### config.mk
export PLATFORM = sky130hd
export DESIGN_NAME = dcs_emit
export DESIGN_NICKNAME = d
export VERILOG_FILES = /design/src/rtl/dcs_pkg.sv /design/src/rtl/dcs_emit.sv
export SDC_FILE = /design/constraint.sdc
export NUM_CORES = 1
export LEC_CHECK = 0
export ABC_AREA = 1
export BUFFER_PORTS_ARGS = -buffer_cell sky130_fd_sc_hd__buf_2
export CAP_MARGIN = 20
export CORE_ASPECT_RATIO = 0.5
export CORE_MARGIN = 2
export CORE_UTILIZATION = 40
export DETAILED_ROUTE_END_ITERATION = 10
export GPL_TIMING_DRIVEN = 0
export PLACE_DENSITY = 0.71
export SYNTH_ARGS = -nofsm -noshare
export SYNTH_HDL_FRONTEND = slang
export SYNTH_SLANG_ARGS = --single-unit
### constraint.sdc
create_clock -name clk_i -period 2.53 [get_ports clk_i]
set_clock_uncertainty 0.15 [all_clocks]
set_input_delay 0.1265 -clock clk_i [delete_from_list [all_inputs] [get_ports clk_i]]
set_output_delay 0.1265 -clock clk_i [all_outputs]
set_load 0.02 [all_outputs]
### src/rtl/dcs_pkg.sv
// ----------------------------------------------------------------------------
// dcs_pkg: shared types and constants of the draw command sorter
// Record layout, channel payloads, operation codes, draw kinds and sizes.
// ----------------------------------------------------------------------------
package dcs_pkg;

  localparam int unsigned QueueDepth = 16;
  localparam int unsigned CntW       = $clog2(QueueDepth + 1);

  typedef enum logic [1:0] {
    OP_CLEAR  = 2'd0,
    OP_SUBMIT = 2'd1,
    OP_FLUSH  = 2'd2,
    OP_NONE   = 2'd3
  } op_e;

  typedef enum logic [1:0] {
    KIND_NONE    = 2'd0,
    KIND_INDEXED = 2'd1,
    KIND_PLAIN   = 2'd2,
    KIND_SUMMARY = 2'd3
  } kind_e;

  typedef enum logic [1:0] {
    ST_IDLE  = 2'd0,
    ST_DRAIN = 2'd1,
    ST_SUM   = 2'd2
  } state_e;

  localparam logic [0:0] REG_INV_BUF = 1'b0;
  localparam logic [0:0] REG_INV_TEX = 1'b1;

  typedef struct packed {
    logic [15:0] vb;
    logic [15:0] tex;
    logic [15:0] ib;
    logic [31:0] icount;
    logic [31:0] istart;
    logic [31:0] voff;
    logic [31:0] vcount;
    logic [31:0] vstart;
    logic [15:0] tag;
  } rec_t;

  // command channel payload
  typedef struct packed {
    op_e         operation;
    logic [15:0] vertex_buffer;
    logic [15:0] texture;
    logic [15:0] index_buffer;
    logic [31:0] index_count;
    logic [31:0] index_start;
    logic [31:0] vertex_offset;
    logic [31:0] vertex_count;
    logic [31:0] vertex_start;
    logic [15:0] object_tag;
  } draw_cmd_t;

  // result channel payload
  typedef struct packed {
    logic        bind_vertex;
    logic        bind_index;
    logic        bind_texture_flag;
    logic [15:0] out_vertex_buffer;
    logic [15:0] out_index_buffer;
    logic [15:0] out_texture;
    kind_e       draw_kind;
    logic [31:0] draw_count;
    logic [31:0] draw_start;
    logic [31:0] out_vertex_offset;
    logic [15:0] out_object_tag;
    logic        last;
  } draw_res_t;

  // control from the top to every cell
  typedef struct packed {
    logic clear;
    logic insert;
    logic shift;
  } cell_ctrl_t;

  function automatic logic [47:0] rec_key(rec_t r);
    return {r.vb, r.tex, r.ib};
  endfunction

endpackage

### src/rtl/dcs_emit.sv
// ----------------------------------------------------------------------------
// dcs_emit: bind tracking and result formatting
// Turns the head record into a result, tracks bound handles and totals.
// ----------------------------------------------------------------------------
module dcs_emit (
  input  logic           clk_i,
  input  logic           rst_ni,
  input  logic           start_i,
  input  logic           step_i,
  input  dcs_pkg::rec_t  rec_i,
  input  logic [15:0]    inv_buf_i,
  input  logic [15:0]    inv_tex_i,
  output logic           bind_vertex_o,
  output logic           bind_index_o,
  output logic           bind_texture_o,
  output dcs_pkg::kind_e kind_o,
  output logic [31:0]    count_o,
  output logic [31:0]    start_o,
  output logic [31:0]    voff_o,
  output logic [31:0]    draws_o,
  output logic [31:0]    tbinds_o
);
  logic [15:0] bvb_q, bib_q, btex_q;
  logic [31:0] draws_q, tbinds_q;
  logic        ib_ok;

  assign ib_ok          = rec_i.ib != inv_buf_i;
  assign bind_vertex_o  = rec_i.vb != bvb_q;
  assign bind_index_o   = ib_ok && (rec_i.ib != bib_q);
  assign bind_texture_o = rec_i.tex != btex_q;

  always_comb begin
    kind_o  = dcs_pkg::KIND_NONE;
    count_o = '0;
    start_o = '0;
    voff_o  = '0;
    if (ib_ok && rec_i.icount != '0) begin
      kind_o  = dcs_pkg::KIND_INDEXED;
      count_o = rec_i.icount;
      start_o = rec_i.istart;
      voff_o  = rec_i.voff;
    end else if (rec_i.vcount != '0) begin
      kind_o  = dcs_pkg::KIND_PLAIN;
      count_o = rec_i.vcount;
      start_o = rec_i.vstart;
    end
  end

  always_ff @(posedge clk_i or negedge rst_ni) begin
    if (!rst_ni) begin
      draws_q  <= '0;
      tbinds_q <= '0;
      bvb_q    <= '0;
      bib_q    <= '0;
      btex_q   <= '0;
    end else if (start_i) begin
      draws_q  <= '0;
      tbinds_q <= '0;
      bvb_q    <= inv_buf_i;
      bib_q    <= inv_buf_i;
      btex_q   <= inv_tex_i;
    end else if (step_i) begin
      draws_q <= draws_q + 32'd1;
      bvb_q   <= rec_i.vb;
      if (bind_index_o) begin
        bib_q <= rec_i.ib;
      end
      if (bind_texture_o) begin
        btex_q   <= rec_i.tex;
        tbinds_q <= tbinds_q + 32'd1;
      end
    end
  end

  assign draws_o  = draws_q;
  assign tbinds_o = tbinds_q;
endmodule

# [Yosys cells after proc, flatten, opt, wreduce, memory -nomap -nowiden]
# Index checks and enable logic that the tools add are counted.
[totals] regBits=112 in_bits=260 output_inout_bits=165 word_cells=40
[classes] addsub=2 eq_ne=4 muxes=20 n_reduce_logical=9
[ops] operator="$mux 32" count=10
[ops] operator="$mux 16" count=8
[ops] operator="$add 32x1->32 const B" count=2
[ops] operator="$ne 16x16->1" count=4
[ops] operator="$reduce_bool 32->1" count=2
[ops] operator="$reduce_bool 2->1" count=3
[ops] operator="$mux 2" count=2
[ops] operator="$reduce_and 2->1" count=2
[ops] operator="$logic_and 1x1->1" count=2

# [Depth between registers and ports, before layout]
[depth] depth_word=5 ltp_mapped=12 mapped_depth_nobuf=11

# [Worst setup path before layout]
# No wires, ideal clock.
[synth_timing] kind="register to register" start="register tbinds_q[0], in the netlist tbinds_o[0]" end="register tbinds_q[30], in the netlist tbinds_o[30]" setup_ns=0.117 arrival_time_ns=1.602 required_ns=2.263 path_slack_ns=0.661 path_stages_with_launch=11 path_buffers=0 period_less_slack_ns=1.869 path_cell_list="dfrtp_1 -> ha_1 -> nand2_1 -> nor2_4 -> inv_1 -> nor3_2 -> nand3_1 -> nand2_1 -> nor2_1 -> nand2_1 -> nand2_1"
[synth_between] elab_chain_cells=4
[synth_rtl] element="from (decl)" line="dcs_emit.sv:24" source="logic [31:0] draws_q, tbinds_q;"
[synth_rtl] element="from (signal assigned)" line="dcs_emit.sv:70" source="tbinds_q <= tbinds_q + 32'd1;"
[synth_rtl] element="$add 32x1->32" line="dcs_emit.sv:70"
[synth_rtl] element="$mux 32" line="dcs_emit.sv:68" source="if (bind_texture_o) begin"
[synth_rtl] element="$mux 32" line="dcs_emit.sv:62" source="end else if (step_i) begin"
[synth_rtl] element="$mux 32" line="dcs_emit.sv:56" source="end else if (start_i) begin"
# Every way passes these cells. The select of a mux whose other input is x is not followed.
# A chain may end at the register's enable or synchronous reset.

# [Worst setup path in the final report]
[layout_timing] start="input rec_i[152] (netlist bit)" end="output count_o[12]"
[layout_between] elab_chain_cells=3
[layout_rtl] element="from (decl)" line="dcs_emit.sv:10" source="input dcs_pkg::rec_t rec_i,"
[layout_rtl] element="$reduce_bool 32->1" line="dcs_emit.sv:37" source="if (ib_ok && rec_i.icount != '0) begin"
[layout_rtl] element="$logic_and 1x1->1" line="dcs_emit.sv:37"
[layout_rtl] element="$mux 32" line="dcs_emit.sv:37"
[layout_rtl] element="to (decl)" line="dcs_emit.sv:17" source="output logic [31:0] count_o,"
# Every way passes these cells.

==> results.md <==
- CTS tree: done
- Remaining Overflow, GRT: 0
- DR vias: 11,200
- Critical Path Fanout Max: 10
- Clock share of power: 0.335
- Failing checks: negative hold slack
- Fin crit share: 0.888
- Seq. cell area: 0.00280 sq mm
- Filler cells: 2,252
- Die Wd: 216 um
- Worst-case clock buffer depth: 2
- DR vias/cell: 4.90
- Clk_lat worst skew: 0.36 ns
- Worst-Margin Slew: 0.691 ns
- Routed WL: 37,300 um
- Hold Crit Class: input pin to register
- # DRC: 0
- Setup Viol. Count Final: 0
- GRT Total Usage: 0.307
- Worst slew margin: 0.539
- Die area: 0.0237 sq mm
- First-pass GRT wire length: 56,400 um
- Fmax: 445 MHz
- Antenna violations before repair: 3
- Clk root buf: clkbuf_16
- Pwr Density: 388 mW/mm^2
- Die Y: 110 um
- Critical Path RT: 2.25 ns
- Vias in the first global route: 10,300
- Clk slew on worst S/H paths: 0.07 ns
- Total CTS buffers: 9
- Sw Pwr: 1.50 mW
- Area grow syn2layout: 36.5%
- Starting density of the core: 0.411
- Core box area: 0.0218 sq mm
- CP Launch Type: input pin
- YS warnings: 0
- Final Max Slew Viols: 0
- Max VDD drop: 0.000339 V
- RePlAce Congestion: 0.940
- Synth Net Count: 1,773
- PnR Total Power: 4.76 mW
- Netlist Area Pre-Place: 0.00897 sq mm
- Drt initial violations: 1,003
- Sequential share of power: 0.412
- Syn avg cell area: 5.93 sq um
- Pin count of the biggest net entering global routing: 70
- HPWL Detailed: 29,900 um
- Multi-input logic area: 0.00516 sq mm
- RSZ-0062 raised after global routing: no
- Worst hold slack: -0.00656 ns
- Fin nets: 2,243
- Yosys reg bits: 112
- Floorplan row count: 38
- Sw frac: 0.315
- Final non-filler cell total: 2,286
- Outcome: finished, violations left
- Final Hold Fails: 1
- Drt first pass iters: 5
- WS Path Type: input pin to output pin
- Crit path time final: 2.25 ns
- Antenna Cells: 0
- Final ANT Viol Nets: 0
- Post-layout util: 0.561
- Critical Path AT: 1.97 ns
- Internal power: 3.26 mW
- H-tree depth: 3
- Mapped Cells: 1,511
- Wirelength per Cell: 16.3 um
- PortBufs: 408
- Clk sink count: 112
- CP endpoint kind: output pin
- Post-synthesis sequential area ratio: 0.313
- I/O pins: 425
- MaxCap Viol Count: 0
- Fraction of layout cells with a size suffix above 1: 0.246
- Unique masters post-synth: 36
- Logic pwr share: 0.253
- Leak Pwr: 6.89 nW
- Placed insts: 2,220
-- final timing paths --
| path | start | endpoint | slack [ns] | depth (start not counted) |
|---|---|---|---|---|
| setup / recovery | rec_i[152] | count_o[12] | 0.28 | 10 |
| hold / removal | inv_tex_i[15] | btex_q[15] | -0.007 | 5 |
| setup reg to reg | tbinds_o[0] | tbinds_o[12] | 0.29 | 9 |
| hold reg to reg | btex_q[14] | btex_q[14] | 0.38 | 2 |
| max in group asynchronous | rst_ni | draws_o[26] | 1.40 | 3 |
| min in group asynchronous | rst_ni | bvb_q[12] | 0.12 | 2 |
-- cell usage in the layout (no fill, tap or decap), types with 3 or more instances in the layout --
cell,n
buf_4,5
clkbuf_1,16
clkbuf_16,9
inv_1,167
nor2_2,4
nor2_1,223
dlygate4sd3_1,50
buf_1,12
nand2_4,3
nand2_1,553
nand3_1,199
o221ai_1,3
buf_6,8
nor3_1,15
buf_2,431
nor3_2,3
inv_6,3
nand3b_1,3
nand2_2,4
nor4_1,14
a21oi_1,21
o21ai_0,34
xor2_1,32
dfrtp_1,112
xnor2_1,14
inv_2,10
nand4_1,16
-- logic make-up (layout without fill, tap and decap cells) --
family | count (synthesis) | in the layout | share of synthesized area
AOI/OAI and AO/OA | 66 | 66 | 0.0405
xor gates and xnor gates | 46 | 46 | 0.0449
adders and majority gates | 2 | 2 | 0.00279
buffers and inverters | 241 | 716 | 0.112
DFF | 112 | 112 | 0.313
and+or+nand+nor | 1044 | 1044 | 0.487
-- repair_timing --
| action | in CTS | in global routing |
|---|---|---|
| endpoints found under the hold margin | 119 | 0 |
| gates resized for setup | 0 | 0 |
| hold buffers | 50 | 0 |
| setup buffers | 0 | 0 |
-- power by group through the flow --
| stage | sequential, mW | combinational (mW) | clock (mW) |
|---|---|---|---|
| after floorplan | 1.99 | 0.572 | 0 |
| after global placement | 1.99 | 1.10 | 0 |
| after detailed placement | 1.99 | 1.12 | 0 |
| after CTS | 1.96 | 1.20 | 1.61 |
| after global routing | 1.97 | 1.34 | 1.68 |
| final | 1.96 | 1.20 | 1.59 |
-- flip-flops by register name, summed over array words and instances (netlist names) --
signal and count:
draws_o 32, tbinds_o 32, bib_q 16, btex_q 16
bvb_q 16
-- per-layer routing --
| layer | wire [um] | vias to the layer above | track usage |
|---|---|---|---|
| met3 | 2850 | 68 | 0.0692 |
| met5 | 27 | - | 0 |
| met1 | 16100 | 5070 | 0.401 |
| met2 | 17200 | 427 | 0.512 |
| li1 | - | 5643 | - |
| met4 | 1100 | 4 | 0.0975 |
-- critical path: stages --
cell	delay, ns
buf_2	0.10
nor4_1	0.41
nand2_1	0.12
nor2_1	0.14
nand2_2	0.17
nand2_2	0.21
buf_2	0.25
nand2_1	0.07
nand2_1	0.16
buf_2	0.20
-- area by class of cell --
type                       instances  share of cell area
tap                              300              0.0307
timing repair buffer             459               0.210
multi-input combinational       1158               0.421
clock inverter                     7             0.00817
inverter                         177              0.0543
buffer                            64              0.0279
sequential                       112               0.229
clock buffer                       9              0.0184
-- Yosys cell counts (all sizes together) --
library cell / number / area (sq um)
nand2: 560 / 2130
nor2: 229 / 885
nand3: 200 / 1010
inv: 177 / 664
dfrtp: 112 / 2800
buf: 48 / 282
o21ai: 34 / 170
xor2: 32 / 280
a21oi: 21 / 105
nor3: 18 / 105
clkbuf: 16 / 60.1
nand4: 16 / 100
nor4: 14 / 87.6
xnor2: 14 / 123
nand3b: 3 / 22.5
o221ai: 3 / 26.3
a211oi: 2 / 15.0
ha: 2 / 25.0
nor3b: 2 / 15.0
o211ai: 2 / 15.0
a22o: 1 / 8.76
a31oi: 1 / 6.26
and3: 1 / 6.26
o2111ai: 1 / 8.76
o21a: 1 / 7.51
or2: 1 / 6.26
-- per-stage QoR --
| step | hold WS (ns) | setup TNS [ns] | area [sq um] | setup WS (ns) |
|---|---|---|---|---|
| floorplan | -0.319 | 0 | 8970 | 0.661 |
| finish | -0.00656 | 0 | 12200 | 0.284 |
| CTS | 0.000576 | 0 | 12200 | 0.319 |
| global route | 0.0145 | 0 | 12200 | 0.0585 |
| global placement | 0.214 | -27.67 | 11400 | -0.259 |
| detailed placement | -0.0644 | 0 | 11400 | 0.333 |
(Power assumes the default switching activity.)
