## config.mk

```make
export PLATFORM = sky130hd
export DESIGN_NAME = dcs_cell
export DESIGN_NICKNAME = d
export VERILOG_FILES = /design/src/rtl/dcs_pkg.sv /design/src/rtl/dcs_cell.sv
export SDC_FILE = /design/constraint.sdc
export NUM_CORES = 1
export LEC_CHECK = 0
export BUFFER_PORTS_ARGS = -buffer_cell sky130_fd_sc_hd__buf_2
export CAP_MARGIN = 20
export CORE_AREA = 10 10 347 349
export CTS_BUF_LIST = sky130_fd_sc_hd__clkbuf_16
export DETAILED_ROUTE_END_ITERATION = 6
export DIE_AREA = 0 0 357 359
export SLEW_MARGIN = 20
export SYNTH_ARGS = -nofsm -noshare
export SYNTH_HDL_FRONTEND = slang
export SYNTH_SLANG_ARGS = --single-unit
```

## constraint.sdc

```tcl
create_clock -name clk_i -period 13.1 [get_ports clk_i]
set_clock_uncertainty 0.1 [all_clocks]
set_input_delay 0.655 -clock clk_i [delete_from_list [all_inputs] [get_ports clk_i]]
set_output_delay 0.655 -clock clk_i [all_outputs]
set_load 0.03 [all_outputs]
```

## src/rtl/dcs_pkg.sv

```systemverilog
// ----------------------------------------------------------------------------
// dcs_pkg: shared types and constants of the draw command sorter
// Record layout, channel payloads, operation codes, draw kinds and sizes.
// ----------------------------------------------------------------------------
package dcs_pkg;

  localparam int unsigned QueueDepth = 16;
  localparam int unsigned CntW       = $clog2(QueueDepth + 1);

  typedef enum logic [1:0] {
    OP_CLEAR  = 2'd0,
    OP_SUBMIT = 2'd1,
    OP_FLUSH  = 2'd2,
    OP_NONE   = 2'd3
  } op_e;

  typedef enum logic [1:0] {
    KIND_NONE    = 2'd0,
    KIND_INDEXED = 2'd1,
    KIND_PLAIN   = 2'd2,
    KIND_SUMMARY = 2'd3
  } kind_e;

  typedef enum logic [1:0] {
    ST_IDLE  = 2'd0,
    ST_DRAIN = 2'd1,
    ST_SUM   = 2'd2
  } state_e;

  localparam logic [0:0] REG_INV_BUF = 1'b0;
  localparam logic [0:0] REG_INV_TEX = 1'b1;

  typedef struct packed {
    logic [15:0] vb;
    logic [15:0] tex;
    logic [15:0] ib;
    logic [31:0] icount;
    logic [31:0] istart;
    logic [31:0] voff;
    logic [31:0] vcount;
    logic [31:0] vstart;
    logic [15:0] tag;
  } rec_t;

  // command channel payload
  typedef struct packed {
    op_e         operation;
    logic [15:0] vertex_buffer;
    logic [15:0] texture;
    logic [15:0] index_buffer;
    logic [31:0] index_count;
    logic [31:0] index_start;
    logic [31:0] vertex_offset;
    logic [31:0] vertex_count;
    logic [31:0] vertex_start;
    logic [15:0] object_tag;
  } draw_cmd_t;

  // result channel payload
  typedef struct packed {
    logic        bind_vertex;
    logic        bind_index;
    logic        bind_texture_flag;
    logic [15:0] out_vertex_buffer;
    logic [15:0] out_index_buffer;
    logic [15:0] out_texture;
    kind_e       draw_kind;
    logic [31:0] draw_count;
    logic [31:0] draw_start;
    logic [31:0] out_vertex_offset;
    logic [15:0] out_object_tag;
    logic        last;
  } draw_res_t;

  // control from the top to every cell
  typedef struct packed {
    logic clear;
    logic insert;
    logic shift;
  } cell_ctrl_t;

  function automatic logic [47:0] rec_key(rec_t r);
    return {r.vb, r.tex, r.ib};
  endfunction

endpackage

```

## src/rtl/dcs_cell.sv

```systemverilog
// ----------------------------------------------------------------------------
// dcs_cell: one slot of the sorted record chain
// Holds one record; on insert takes the new record, keeps its own, or takes
// the left neighbor's; on shift takes the right neighbor's record.
// ----------------------------------------------------------------------------
module dcs_cell (
  input  logic                clk_i,
  input  logic                rst_ni,
  input  dcs_pkg::cell_ctrl_t ctrl_i,
  input  dcs_pkg::rec_t       new_rec_i,
  input  dcs_pkg::rec_t       left_rec_i,
  input  logic                left_vld_i,
  input  logic                left_goes_i,
  input  dcs_pkg::rec_t       right_rec_i,
  input  logic                right_vld_i,
  output dcs_pkg::rec_t       rec_o,
  output logic                vld_o,
  output logic                goes_o
);
  dcs_pkg::rec_t rec_q;
  logic          vld_q;
  logic          greater;

  // stable: new record goes after equal keys
  assign greater = vld_q && (dcs_pkg::rec_key(rec_q) > dcs_pkg::rec_key(new_rec_i));
  assign goes_o  = greater || !vld_q;

  always_ff @(posedge clk_i or negedge rst_ni) begin
    if (!rst_ni) begin
      vld_q <= 1'b0;
    end else if (ctrl_i.clear) begin
      vld_q <= 1'b0;
    end else if (ctrl_i.insert) begin
      // only the first empty slot fills, the valid run grows by one
      vld_q <= vld_q || left_vld_i;
    end else if (ctrl_i.shift) begin
      vld_q <= right_vld_i;
    end
  end

  always_ff @(posedge clk_i) begin
    if (ctrl_i.insert) begin
      if (greater) begin
        rec_q <= (left_vld_i && left_goes_i) ? left_rec_i : new_rec_i;
      end else if (!vld_q && !(left_vld_i && left_goes_i)) begin
        rec_q <= new_rec_i;
      end else if (!vld_q) begin
        rec_q <= left_rec_i;
      end
    end else if (ctrl_i.shift) begin
      rec_q <= right_rec_i;
    end
  end

  assign rec_o = rec_q;
  assign vld_o = vld_q;
endmodule

```

# Word-level counts from Yosys, hierarchy flattened
# Index checks and enable logic that the tools add are counted.
[word_totals]
word_cells = 31
register_bits = 225
out_inout_bits = 226
inputBits = 680
[op_classes]
n_reduce_logical = 10
n_eq_ne = 1
order_cmp = 1
mux = 9
[ops]
columns = ["operator", "count"]
rows = [
  ["$mux 224", 6],
  ["$gt 48x48->1", 1],
  ["$ne 4x2->1 const B", 1],
  ["$logic_and 1x1->1", 3],
  ["$mux 1", 3],
  ["$reduce_bool 3->1", 1],
  ["$logic_not 1->1", 2],
  ["$logic_or 1x1->1", 2],
  ["$reduce_and 2->1", 1],
  ["$reduce_bool 2->1", 1],
]

# Longest topological paths before layout
# Gate-level depths: netlist of the first run.
[depth]
word_depth = 6
depth_mapped = 12
ltp_nobuf = 9

# Worst setup path before layout of the first run
# OpenSTA, ideal clock, no wires.
[synth_timing]
path_type = "input -> register"
from = "input port new_rec_i[222] (netlist name)"
to = "register rec_q (netlist bit rec_o[0]) (enable)"
setup_ns = 0.492
n_path_buf = 0
cell_stages = 9
arrival_time_ns = 5.780
required_time_ns = 12.508
setup_slack_ns = 6.728
path_cell_list = "inv_1 > ha_1 > nand4_1 > nor4_1 > nand3_1 > a31oi_1 > nor3_1 > o21ai_0 > mux2_2"
[synth_via]
elab_chain_cells = 4
[synth_lines]
columns = ["element", "line", "source"]
rows = [
  ["from (decl)", "dcs_cell.sv:10", "input dcs_pkg::rec_t new_rec_i,"],
  ["$gt 48x48->1", "dcs_cell.sv:25", "assign greater = vld_q && (dcs_pkg::rec_key(rec_q) > dcs_pkg::rec_key(new_rec_i));"],
  ["$logic_and 1x1->1", "dcs_cell.sv:25", ""],
  ["$ne 4x2->1 (no line)", "-", ""],
  ["$reduce_and 2->1 (no line)", "-", ""],
  ["to (signal assigned)", "dcs_cell.sv:44", "rec_q <= (left_vld_i && left_goes_i) ? left_rec_i : new_rec_i;"],
  ["to (signal assigned)", "dcs_cell.sv:46", "rec_q <= new_rec_i;"],
  ["to (signal assigned)", "dcs_cell.sv:48", "rec_q <= left_rec_i;"],
  ["to (decl)", "dcs_cell.sv:20", "dcs_pkg::rec_t rec_q;"],
]
# No other way between the ends.
# A chain may end at the register's enable or synchronous reset.

# Worst setup path in the final report of the first run
[layout_timing]
from = "register rec_q (netlist bit rec_o[223])"
to = "register rec_q (netlist bit rec_o[154]) (enable)"
[layout_via]
elab_chain_cells = 4
[layout_lines]
columns = ["element", "line"]
rows = [
  ["$gt 48x48->1", "dcs_cell.sv:25"],
  ["$logic_and 1x1->1", "dcs_cell.sv:25"],
  ["$ne 4x2->1 (no line)", "-"],
  ["$reduce_and 2->1 (no line)", "-"],
]
# No other way between the ends.

==> results of run 1 <==
## final cells by class
class	count	area share (%)
sequential	225	33.4
multi-input combinational	1028	27.9
timing repair buffer	926	23.3
tap	1512	9.37
clock buffer	31	3.84
inverter	55	1.02
clock inverter	21	0.744
antenna	30	0.372
## cell usage after synthesis, drive strengths merged, types with 3 or more instances
| cell type | n |
|---|---|
| a21oi | 16 |
| edfxtp | 224 |
| a31oi | 225 |
| nand3 | 231 |
| nand4 | 10 |
| o21ai | 231 |
| nand2 | 9 |
| ha | 48 |
| a21o | 3 |
| nor3 | 4 |
| nor2 | 228 |
| clkbuf | 120 |
| buf | 27 |
| inv | 55 |
| nand2b | 3 |
## logic make-up after synthesis
kind of cell	after synthesis	synth area share [%]
and+or+nand+nor	491	16.6
AOI/OAI and AO/OA	487	20.9
DFF	225	50.9
buffers and inverters	202	6.93
adders and majority gates	48	4.52
muxes	2	0.160
## layer usage
layer	wire length, µm	global-route usage [%]	up-vias
met5	274	0	-
met4	2550	3.26	40
met3	12200	5.68	243
met2	46800	24.2	1126
met1	44000	20.2	7879
li1	-	-	7129
## per-stage QoR
| step | total power (W) | std cells | worst slack [ps] | utilization [%] |
|---|---|---|---|---|
| after global routing | 0.00265 | 3815 | 7730 | 17.7 |
| after global placement | 0.00172 | 3745 | 7660 | 16.9 |
| after detailed placement | 0.00173 | 3745 | 7600 | 16.9 |
| after CTS | 0.00257 | 3798 | 7950 | 17.7 |
| final | 0.00253 | 3828 | 7920 | 17.8 |
| after floorplan | 0.00140 | 1455 | 6730 | - |
## registers in the layout, indices dropped and copies added (netlist names)
signal / count
vld_o: 1
rec_o: 224
## worst max-delay path by stage
| stage | slack (ps) | depth (start not counted) | endpoint | start |
|---|---|---|---|---|
| finish | 7920 | 10 | rec_o[154]$_DFFE_PP_ | rec_o[223]$_DFFE_PP_ |
| global route | 7730 | 10 | rec_o[132]$_DFFE_PP_ | rec_o[223]$_DFFE_PP_ |
| CTS | 7950 | 10 | rec_o[132]$_DFFE_PP_ | rec_o[223]$_DFFE_PP_ |
| detailed placement | 7600 | 12 | rec_o[180]$_DFFE_PP_ | new_rec_i[223] |
| global placement | 7660 | 12 | rec_o[183]$_DFFE_PP_ | new_rec_i[223] |
| floorplan | 6730 | 9 | rec_o[0]$_DFFE_PP_ | new_rec_i[222] |
## where the power goes
part	total [W]	internal [W]	switching, W	leakage (nW)
clock	0.000826	0.000461	0.000365	0.467
sequential	0.000948	0.000913	0.0000344	2.24
combinational	0.000760	0.000229	0.000531	5.93
==> results_dict.tcl, run 1 <==
set metrics [dict create \
    cts_hold_buf 1 \
    yosysUniqueCellTypes 39 \
    worstMarginPinSlew_ps 1130 \
    grt-ovfl-total 0 \
    syn_avg_cell_area_um2 9.12 \
    synth_edf_count 224 \
    max_freq_ghz 0.193 \
    ys_ff_latch 225 \
    crit_type "flip-flop to flip-flop" \
    clk_pin_slew_ps 60 \
    start_util_pct 11.7 \
    synth.top_cell.area_share_pct 50.7 \
    path_buf_inv 2 \
    fp.dieArea_um2 128000 \
    area_growth_pct 52.1 \
    syn_inst 1455 \
    io_buffers 905 \
    whs_path_depth 2 \
    hold_viol 0 \
    dr.pass1.iters 6 \
    placed_area_um2 19200 \
    dieWidth_um 357 \
    min_path_type "primary input to flip-flop" \
    syn-num-nets 2183 \
    stdcell_area_um2 20200 \
    ios 906 \
    peakVddDrop_v 0.0000968 \
    grt_pass1_wl_mm 140 \
    cts_setup_buffers 0 \
    worstHoldStart "ctrl_i[2]" \
    hpwl_mm 87.7 \
    layout_commonest_cell "buf_2" \
    clk_latency_ps 630 \
    antenna_left 0 \
    final_net_count 2995 \
    hold-path-endpoint "vld_o$_DFFE_PN0P_" \
    antenna_found_initial 127 \
    cap_violations 0 \
    cts-root-buf "clkbuf_16" \
    rr_endpoint "rec_o[154]$_DFFE_PP_" \
    grt_max_degree 104 \
    finalCritPeriodShare_pct 39.5 \
    drv_slew 0 \
    ys_top_cells_by_area "edfxtp_1 51%, a31oi_1 11%, nand3_1 8.7%" \
    synthFlopType "edfxtp_1" \
    slowest_delay_ps 800 \
    worstSetupStartpointType "flip-flop" \
    cts_resized 0 \
    hold_ws_ps 118 \
    drc 0 \
    reg2reg_depth 10 \
    gr-usage-all-layers_pct 15.5 \
    synth.yosys.seq_area_share_pct 50.9 \
    wl_per_cell_um 27.6 \
    end_kind "flip-flop" \
    routed_wl_mm 106 \
    p_per_area_nw_per_um2 125 \
    drive_gt1_share_pct 42.4 \
    finalSetupViolCount 0 \
    required_ps 13250 \
    rows 124 \
    critPathTopFamily "buffers and inverters" \
    drt_iter0_markers 1631 \
    r2r-start "rec_o[223]$_DFFE_PP_" \
    die_h_um 359 \
    synth_area_leader_cell "edfxtp_1" \
    cp_max_fo 103 \
    vias 16400 \
    r2r_slack_ps 7920 \
    core_um2 114000 \
    clk_path_buf_depth 3 \
    relSlewSlack_pct 24.8 \
    critPathSlowestCell "buf_4" \
    gp_congestion 0.965 \
    numCtsBuffers 31 \
    seq_area_um2 6750 \
    fill_cells 12900 \
    netlist_area_um2 13300 \
    yosysWarnings 0 \
    final_cell_mix "904 x buf_2, 231 x nand3_1, 230 x o21ai_0" \
    status "finished, final reports clean" \
    leakage_nw 8.63 \
    tns_ps 0 \
    path_cells "ha_1 > nand4_1 > nor4_1 > buf_4 > nand3_1 > a31oi_1 > nor3_1 > o21ai_0 > mux2_8 > buf_4" \
    tritoncts_num_sinks 225 \
    multi_input_area_um2 5630 \
    rsz0062_at_grt "no" \
    crit_top_cell "buf_4" \
    cts_tree "yes" \
    grt_pass1_vias 15800 \
    h-tree-depth 1 \
    synth_async_sr_flop_share_pct 0.444 \
    cp.arrival_ps 5330 \
    fin_crit_ps 5180 \
    vias_per_cell 4.29 \
]
Power figures use the tool's default switching activity.
==> inputs of run 2 (changes only) <==
--- a/config.mk
+++ b/config.mk
@@ -7,10 +7,10 @@
 export LEC_CHECK = 0
 export BUFFER_PORTS_ARGS = -buffer_cell sky130_fd_sc_hd__buf_2
 export CAP_MARGIN = 20
-export CORE_AREA = 10 10 347 349
+export CORE_AREA = 10 10 348 350
 export CTS_BUF_LIST = sky130_fd_sc_hd__clkbuf_16
 export DETAILED_ROUTE_END_ITERATION = 6
-export DIE_AREA = 0 0 357 359
+export DIE_AREA = 0 0 358 360
 export SLEW_MARGIN = 20
 export SYNTH_ARGS = -nofsm -noshare
 export SYNTH_HDL_FRONTEND = slang
==> constraint.sdc (replaced) <==
create_clock -name clk_i -period 5 [get_ports clk_i]
set_clock_uncertainty 0.1 [all_clocks]
set_input_delay 0.25 -clock clk_i [delete_from_list [all_inputs] [get_ports clk_i]]
set_output_delay 0.25 -clock clk_i [all_outputs]
set_load 0.03 [all_outputs]
==> run 2 against run 1 <==
Design area up 24%. Combinational power rose to 3.3 times the previous value. Cell count up 12%. Maximum frequency up 5.5%. Global-route usage about the same. Largest power group unchanged. Sequential share of layout area down 6.5 points. Flip-flop and latch count unchanged. Critical path depth up 2.
==> results_dict.tcl, run 2 (synthesis results as in run 1) <==
set metrics [dict create \
    slowest_delay_ps 700 \
    drt_iter0_markers 2060 \
    clk_pin_slew_ps 60 \
    leakage_nw 10.6 \
    dr.pass1.iters 6 \
    critPathSlowestCell "nor4_1" \
    grt-ovfl-total 0 \
    r2r_slack_ps 90 \
    routed_wl_mm 107 \
    drive_gt1_share_pct 35.9 \
    path_cells "ha_1 > nand4_1 > nor4_1 > buf_4 > nand3_1 > a31oi_1 > nor4_4 > buf_12 > buf_12 > o21ai_0 > a31oi_1 > dlygate4sd3_1" \
    hold_viol 0 \
    io_buffers 905 \
    ios 906 \
    cts-root-buf "clkbuf_16" \
    finalSetupViolCount 0 \
    cp_max_fo 93 \
    numCtsBuffers 30 \
    reg2reg_depth 12 \
    die_h_um 360 \
    status "finished, final reports clean" \
    vias 18600 \
    layout_commonest_cell "buf_2" \
    p_per_area_nw_per_um2 284 \
    wl_per_cell_um 24.8 \
    antenna_left 0 \
    min_path_type "primary input to flip-flop" \
    cap_violations 0 \
    hold_ws_ps 105 \
    crit_end "rec_o[47]$_DFFE_PP_" \
    crit_type "flip-flop to flip-flop" \
    cp_num_cells 12 \
    gr-usage-all-layers_pct 15.5 \
    vias_per_cell 4.32 \
    worstMarginPinSlew_ps 795 \
    tritoncts_num_sinks 225 \
    required_ps 5260 \
    h-tree-depth 1 \
    antenna_found_initial 101 \
    top_layer "met5" \
    drt-met1-wl_mm 41.6 \
    grt_pass1_vias 18400 \
    rr_endpoint "rec_o[47]$_DFFE_PP_" \
    fin_crit_ps 4910 \
    fp.dieArea_um2 129000 \
    final_cell_mix "904 x buf_2, 451 x dlygate4sd3_1, 231 x nand3_1" \
    clk_path_buf_depth 3 \
    critPathTopFamily "buffers and inverters" \
    r2r-start "rec_o[221]$_DFFE_PP_" \
    final_net_count 3460 \
    dieWidth_um 358 \
    tns_ps 0 \
    core_um2 114000 \
    path_buf_inv 4 \
    clk_latency_ps 620 \
    cts_tree "yes" \
    cp.arrival_ps 5170 \
    area_growth_pct 88.4 \
    fill_cells 12500 \
    met2_length_mm 48.3 \
    start_util_pct 11.7 \
    max_freq_ghz 0.204 \
    drc 0 \
    rows 124 \
    rsz0062_at_grt "no" \
    peakVddDrop_v 0.000268 \
    drv_slew 0 \
    cts_setup_buffers 0 \
    largest_reg_flops 224 \
    finalCritPeriodShare_pct 98.2 \
    grt_pass1_wl_mm 145 \
    end_kind "flip-flop" \
    met3WireLength_mm 13.3 \
    grt_max_degree 170 \
    relSlewSlack_pct 47.0 \
    hpwl_mm 85.5 \
    worstSetupStartpointType "flip-flop" \
    gp_congestion 1.01 \
    cp-startpoint "rec_o[221]$_DFFE_PP_" \
]
run 2: cell count changes in the layout (fill, tap and decap cells not counted):
cell | previous run | this run
diode_2 | 30 | 39
clkinv_1 | 8 | 6
inv_1 | 61 | 62
dlygate4sd3_1 | 1 | 451
clkinvlp_4 | 2 | 0
clkinv_2 | 1 | 4
buf_4 | 20 | 22
inv_6 | 0 | 1
buf_12 | 0 | 14
run 2: per-stage QoR:
step                utilization, %  setup slack, ps  area, µm²  cells  power [W]
global placement              17.1              327      19500   3761    0.00452
CTS                           21.9              291      24900   4265    0.00717
global route                  21.9             37.4      25000   4286    0.00743
finish                        22.0             91.5      25000   4304    0.00711
detailed placement            17.1              383      19500   3761    0.00453
floorplan                        -              510      13300   1455    0.00365
run 2: worst min-delay path, cell delays in order:
cell	delay [ps]
buf_2	100
nand3_1	80
a31oi_1	190
run 2: how the worst min path moves through the flow:
stage / startpoint / end / slack (ps) / cells after the start
global placement: rst_ni / vld_o$_DFFE_PN0P_ / -70 / 1
floorplan: rst_ni / vld_o$_DFFE_PN0P_ / -150 / 0
CTS: new_rec_i[3] / rec_o[3]$_DFFE_PP_ / 40 / 3
detailed placement: rst_ni / vld_o$_DFFE_PN0P_ / -70 / 1
global route: new_rec_i[3] / rec_o[3]$_DFFE_PP_ / 60 / 3
finish: new_rec_i[3] / rec_o[3]$_DFFE_PP_ / 110 / 3
run 2: final cells by class:
type,count,area (µm²),share of cell area (%)
well taps,1512,1890,7.56
flip-flops and latches,225,6750,27.0
inverters,55,206,0.825
clock buffers,31,776,3.10
clock inverters,22,155,0.620
multi-input cells,1028,5630,22.5
repair buffers,1392,9500,38.0
diodes,39,97.6,0.390
run 2: layer usage:
layer	up-vias	GRT usage (%)
li1	8066	-
met1	8914	18.6
met2	1279	24.8
met3	277	7.02
met4	60	4.10
met5	-	0
run 2: repair_timing:
action / 4_1_cts / 5_1_grt
hold endpoints to repair: 226 / 0
hold buffers: 451 / 0
resized for setup: 0 / 0
run 2: report_power, final:
group	internal (W)	total, W	switching (W)
Sequential	0.00239	0.00249	0.0000994
Clock	0.00121	0.00214	0.000929
Combinational	0.000997	0.00249	0.00149
Total	0.00459	0.00711	0.00252
==> inputs of run 3 (changes only) <==
--- a/config.mk
+++ b/config.mk
@@ -7,10 +7,13 @@
 export LEC_CHECK = 0
 export BUFFER_PORTS_ARGS = -buffer_cell sky130_fd_sc_hd__buf_2
 export CAP_MARGIN = 20
-export CORE_AREA = 10 10 348 350
+export CELL_PAD_IN_SITES_DETAIL_PLACEMENT = 1
+export CELL_PAD_IN_SITES_GLOBAL_PLACEMENT = 1
+export CORE_AREA = 10 10 345 347
 export CTS_BUF_LIST = sky130_fd_sc_hd__clkbuf_16
 export DETAILED_ROUTE_END_ITERATION = 6
-export DIE_AREA = 0 0 358 360
+export DIE_AREA = 0 0 355 357
+export PLACE_DENSITY_LB_ADDON = 0.1
 export SLEW_MARGIN = 20
 export SYNTH_ARGS = -nofsm -noshare
 export SYNTH_HDL_FRONTEND = slang
==> run 3 against run 2 <==
Combinational power hardly changed. Power rose by 4.4%. Clock power increased by 14%. Via count decreased by 6.6%. Maximum frequency grew 5.8%. Die area is 1.7% lower. Utilization increased by 0.39 points. Hold slack worse by 41 ps. Register-to-register slack better by 270 ps. Design area increased by 0.15%. Non-clock buffer count decreased by 7. Wire length fell by 4.3%.
==> results_dict.tcl, run 3 (synthesis results as in run 1) <==
set metrics [dict create \
    status "finished, final reports clean" \
    tns_ps 0 \
    dr.pass1.iters 4 \
    die_h_um 357 \
    required_ps 5220 \
    ios 906 \
    area_growth_pct 88.7 \
    drive_gt1_share_pct 36.0 \
    grt_pass1_vias 19300 \
    h-tree-depth 2 \
    tritoncts_num_sinks 225 \
    fp.dieArea_um2 127000 \
    cp.arrival_ps 4870 \
    grt-ovfl-total 0 \
    worstMarginPinSlew_ps 1100 \
    final_net_count 3460 \
    final_cell_mix "904 x buf_2, 444 x dlygate4sd3_1, 231 x nand3_1" \
    hpwl_mm 78.2 \
    worstSetupStartpointType "flip-flop" \
    gp_congestion 0.848 \
    hold_viol 0 \
    core_um2 112000 \
    finalSetupViolCount 0 \
    utilization_pct 22.4 \
    start_util_pct 11.8 \
    drc 0 \
    drt-met1-wl_mm 37.8 \
    largest_reg_flops 224 \
    met3WireLength_mm 8.38 \
    cap_violations 0 \
    p_per_area_nw_per_um2 296 \
    grt_pass1_wl_mm 141 \
    clk_latency_ps 560 \
    top_layer "met5" \
    min_path_type "primary input to flip-flop" \
    clk_path_buf_depth 3 \
    cts_hold_buf 444 \
    fin_crit_ps 4640 \
    cts-root-buf "clkbuf_16" \
    drv_slew 0 \
    cts_resized 0 \
    place_inst 3749 \
    rows 123 \
    peakVddDrop_v 0.000183 \
    vias_per_cell 4.06 \
    vias 17400 \
    routed_wl_mm 102 \
    leakage_nw 10.7 \
    hold_ws_ps 64.6 \
    io_buffers 905 \
    antenna_left 0 \
    relSlewSlack_pct 26.9 \
    crit_type "flip-flop to flip-flop" \
    dieWidth_um 355 \
    numCtsBuffers 37 \
    gr-usage-all-layers_pct 15.2 \
    met2_length_mm 52.4 \
    drt_iter0_markers 708 \
    finalCritPeriodShare_pct 92.8 \
    clk_pin_slew_ps 60 \
    grt_max_degree 184 \
    cp_max_fo 70 \
    wl_per_cell_um 23.9 \
    end_kind "flip-flop" \
    cts_setup_buffers 0 \
    layout_commonest_cell "buf_2" \
    cts_tree "yes" \
    max_freq_ghz 0.215 \
    fin_cells 4277 \
    antenna_found_initial 66 \
    fill_cells 13400 \
    rsz0062_at_grt "no" \
]
run 3: changes by cell type in the layout (fill, tap and decap cells not counted), sizes merged:
cell | previous run | this run
diode | 39 | 21
dlygate4sd3 | 451 | 444
clkbuf | 31 | 37
inv | 63 | 69
bufinv | 2 | 1
clkinv | 12 | 11
run 3: layout make-up:
| type | instances | area [µm²] | area share [%] |
|---|---|---|---|
| clock inverter | 26 | 159 | 0.634 |
| tap | 1500 | 1880 | 7.49 |
| inverter | 55 | 206 | 0.824 |
| antenna | 21 | 52.6 | 0.210 |
| timing repair buffer | 1385 | 9440 | 37.7 |
| sequential | 225 | 6750 | 27.0 |
| multi-input combinational | 1028 | 5630 | 22.5 |
| clock buffer | 37 | 926 | 3.70 |
run 3: path summary, 6_finish.rpt:
kind,startpoint,endpoint,slack (ps),cells after the start
max,rec_o[183]$_DFFE_PP_,rec_o[115]$_DFFE_PP_,360,10
min,right_rec_i[220],rec_o[220]$_DFFE_PP_,60,3
max reg2reg,rec_o[183]$_DFFE_PP_,rec_o[115]$_DFFE_PP_,360,10
min reg2reg,vld_o$_DFFE_PN0P_,vld_o$_DFFE_PN0P_,1220,3
max in group asynchronous,rst_ni,vld_o$_DFFE_PN0P_,4200,3
min in group asynchronous,rst_ni,vld_o$_DFFE_PN0P_,500,3
run 3: metrics by stage:
step | power (W) | setup slack [ps] | area [µm²]
2_1_floorplan | 0.00365 | 510 | 13300
3_3_place_gp | 0.00465 | 883 | 19500
3_5_place_dp | 0.00465 | 827 | 19500
4_1_cts | 0.00764 | 363 | 25000
5_1_grt | 0.00787 | 180 | 25000
6_report | 0.00743 | 359 | 25000
run 3: report_power, final:
group,switching (W),leakage (nW),internal (W)
Sequential,0.0000810,2.24,0.00239
Clock,0.00106,0.581,0.00139
Combinational,0.00151,7.88,0.000991
Total,0.00266,10.7,0.00477
run 3: layer usage:
metal  global-route usage, %  up-vias
li1                        -     8055
met1                    15.8     8449
met2                    28.0      628
met3                    5.69      188
met4                    5.34       50
met5                       0        -
run 3: worst max-delay path, cell delays in order (launching register included):
cell and delay, ps:
edfxtp_1 380, ha_1 330, a41oi_1 240, o21ai_0 170, a221oi_1 560, a31oi_1 310
or4_4 880, buf_12 330, nand3_1 200, a31oi_1 100, dlygate4sd3_1 630
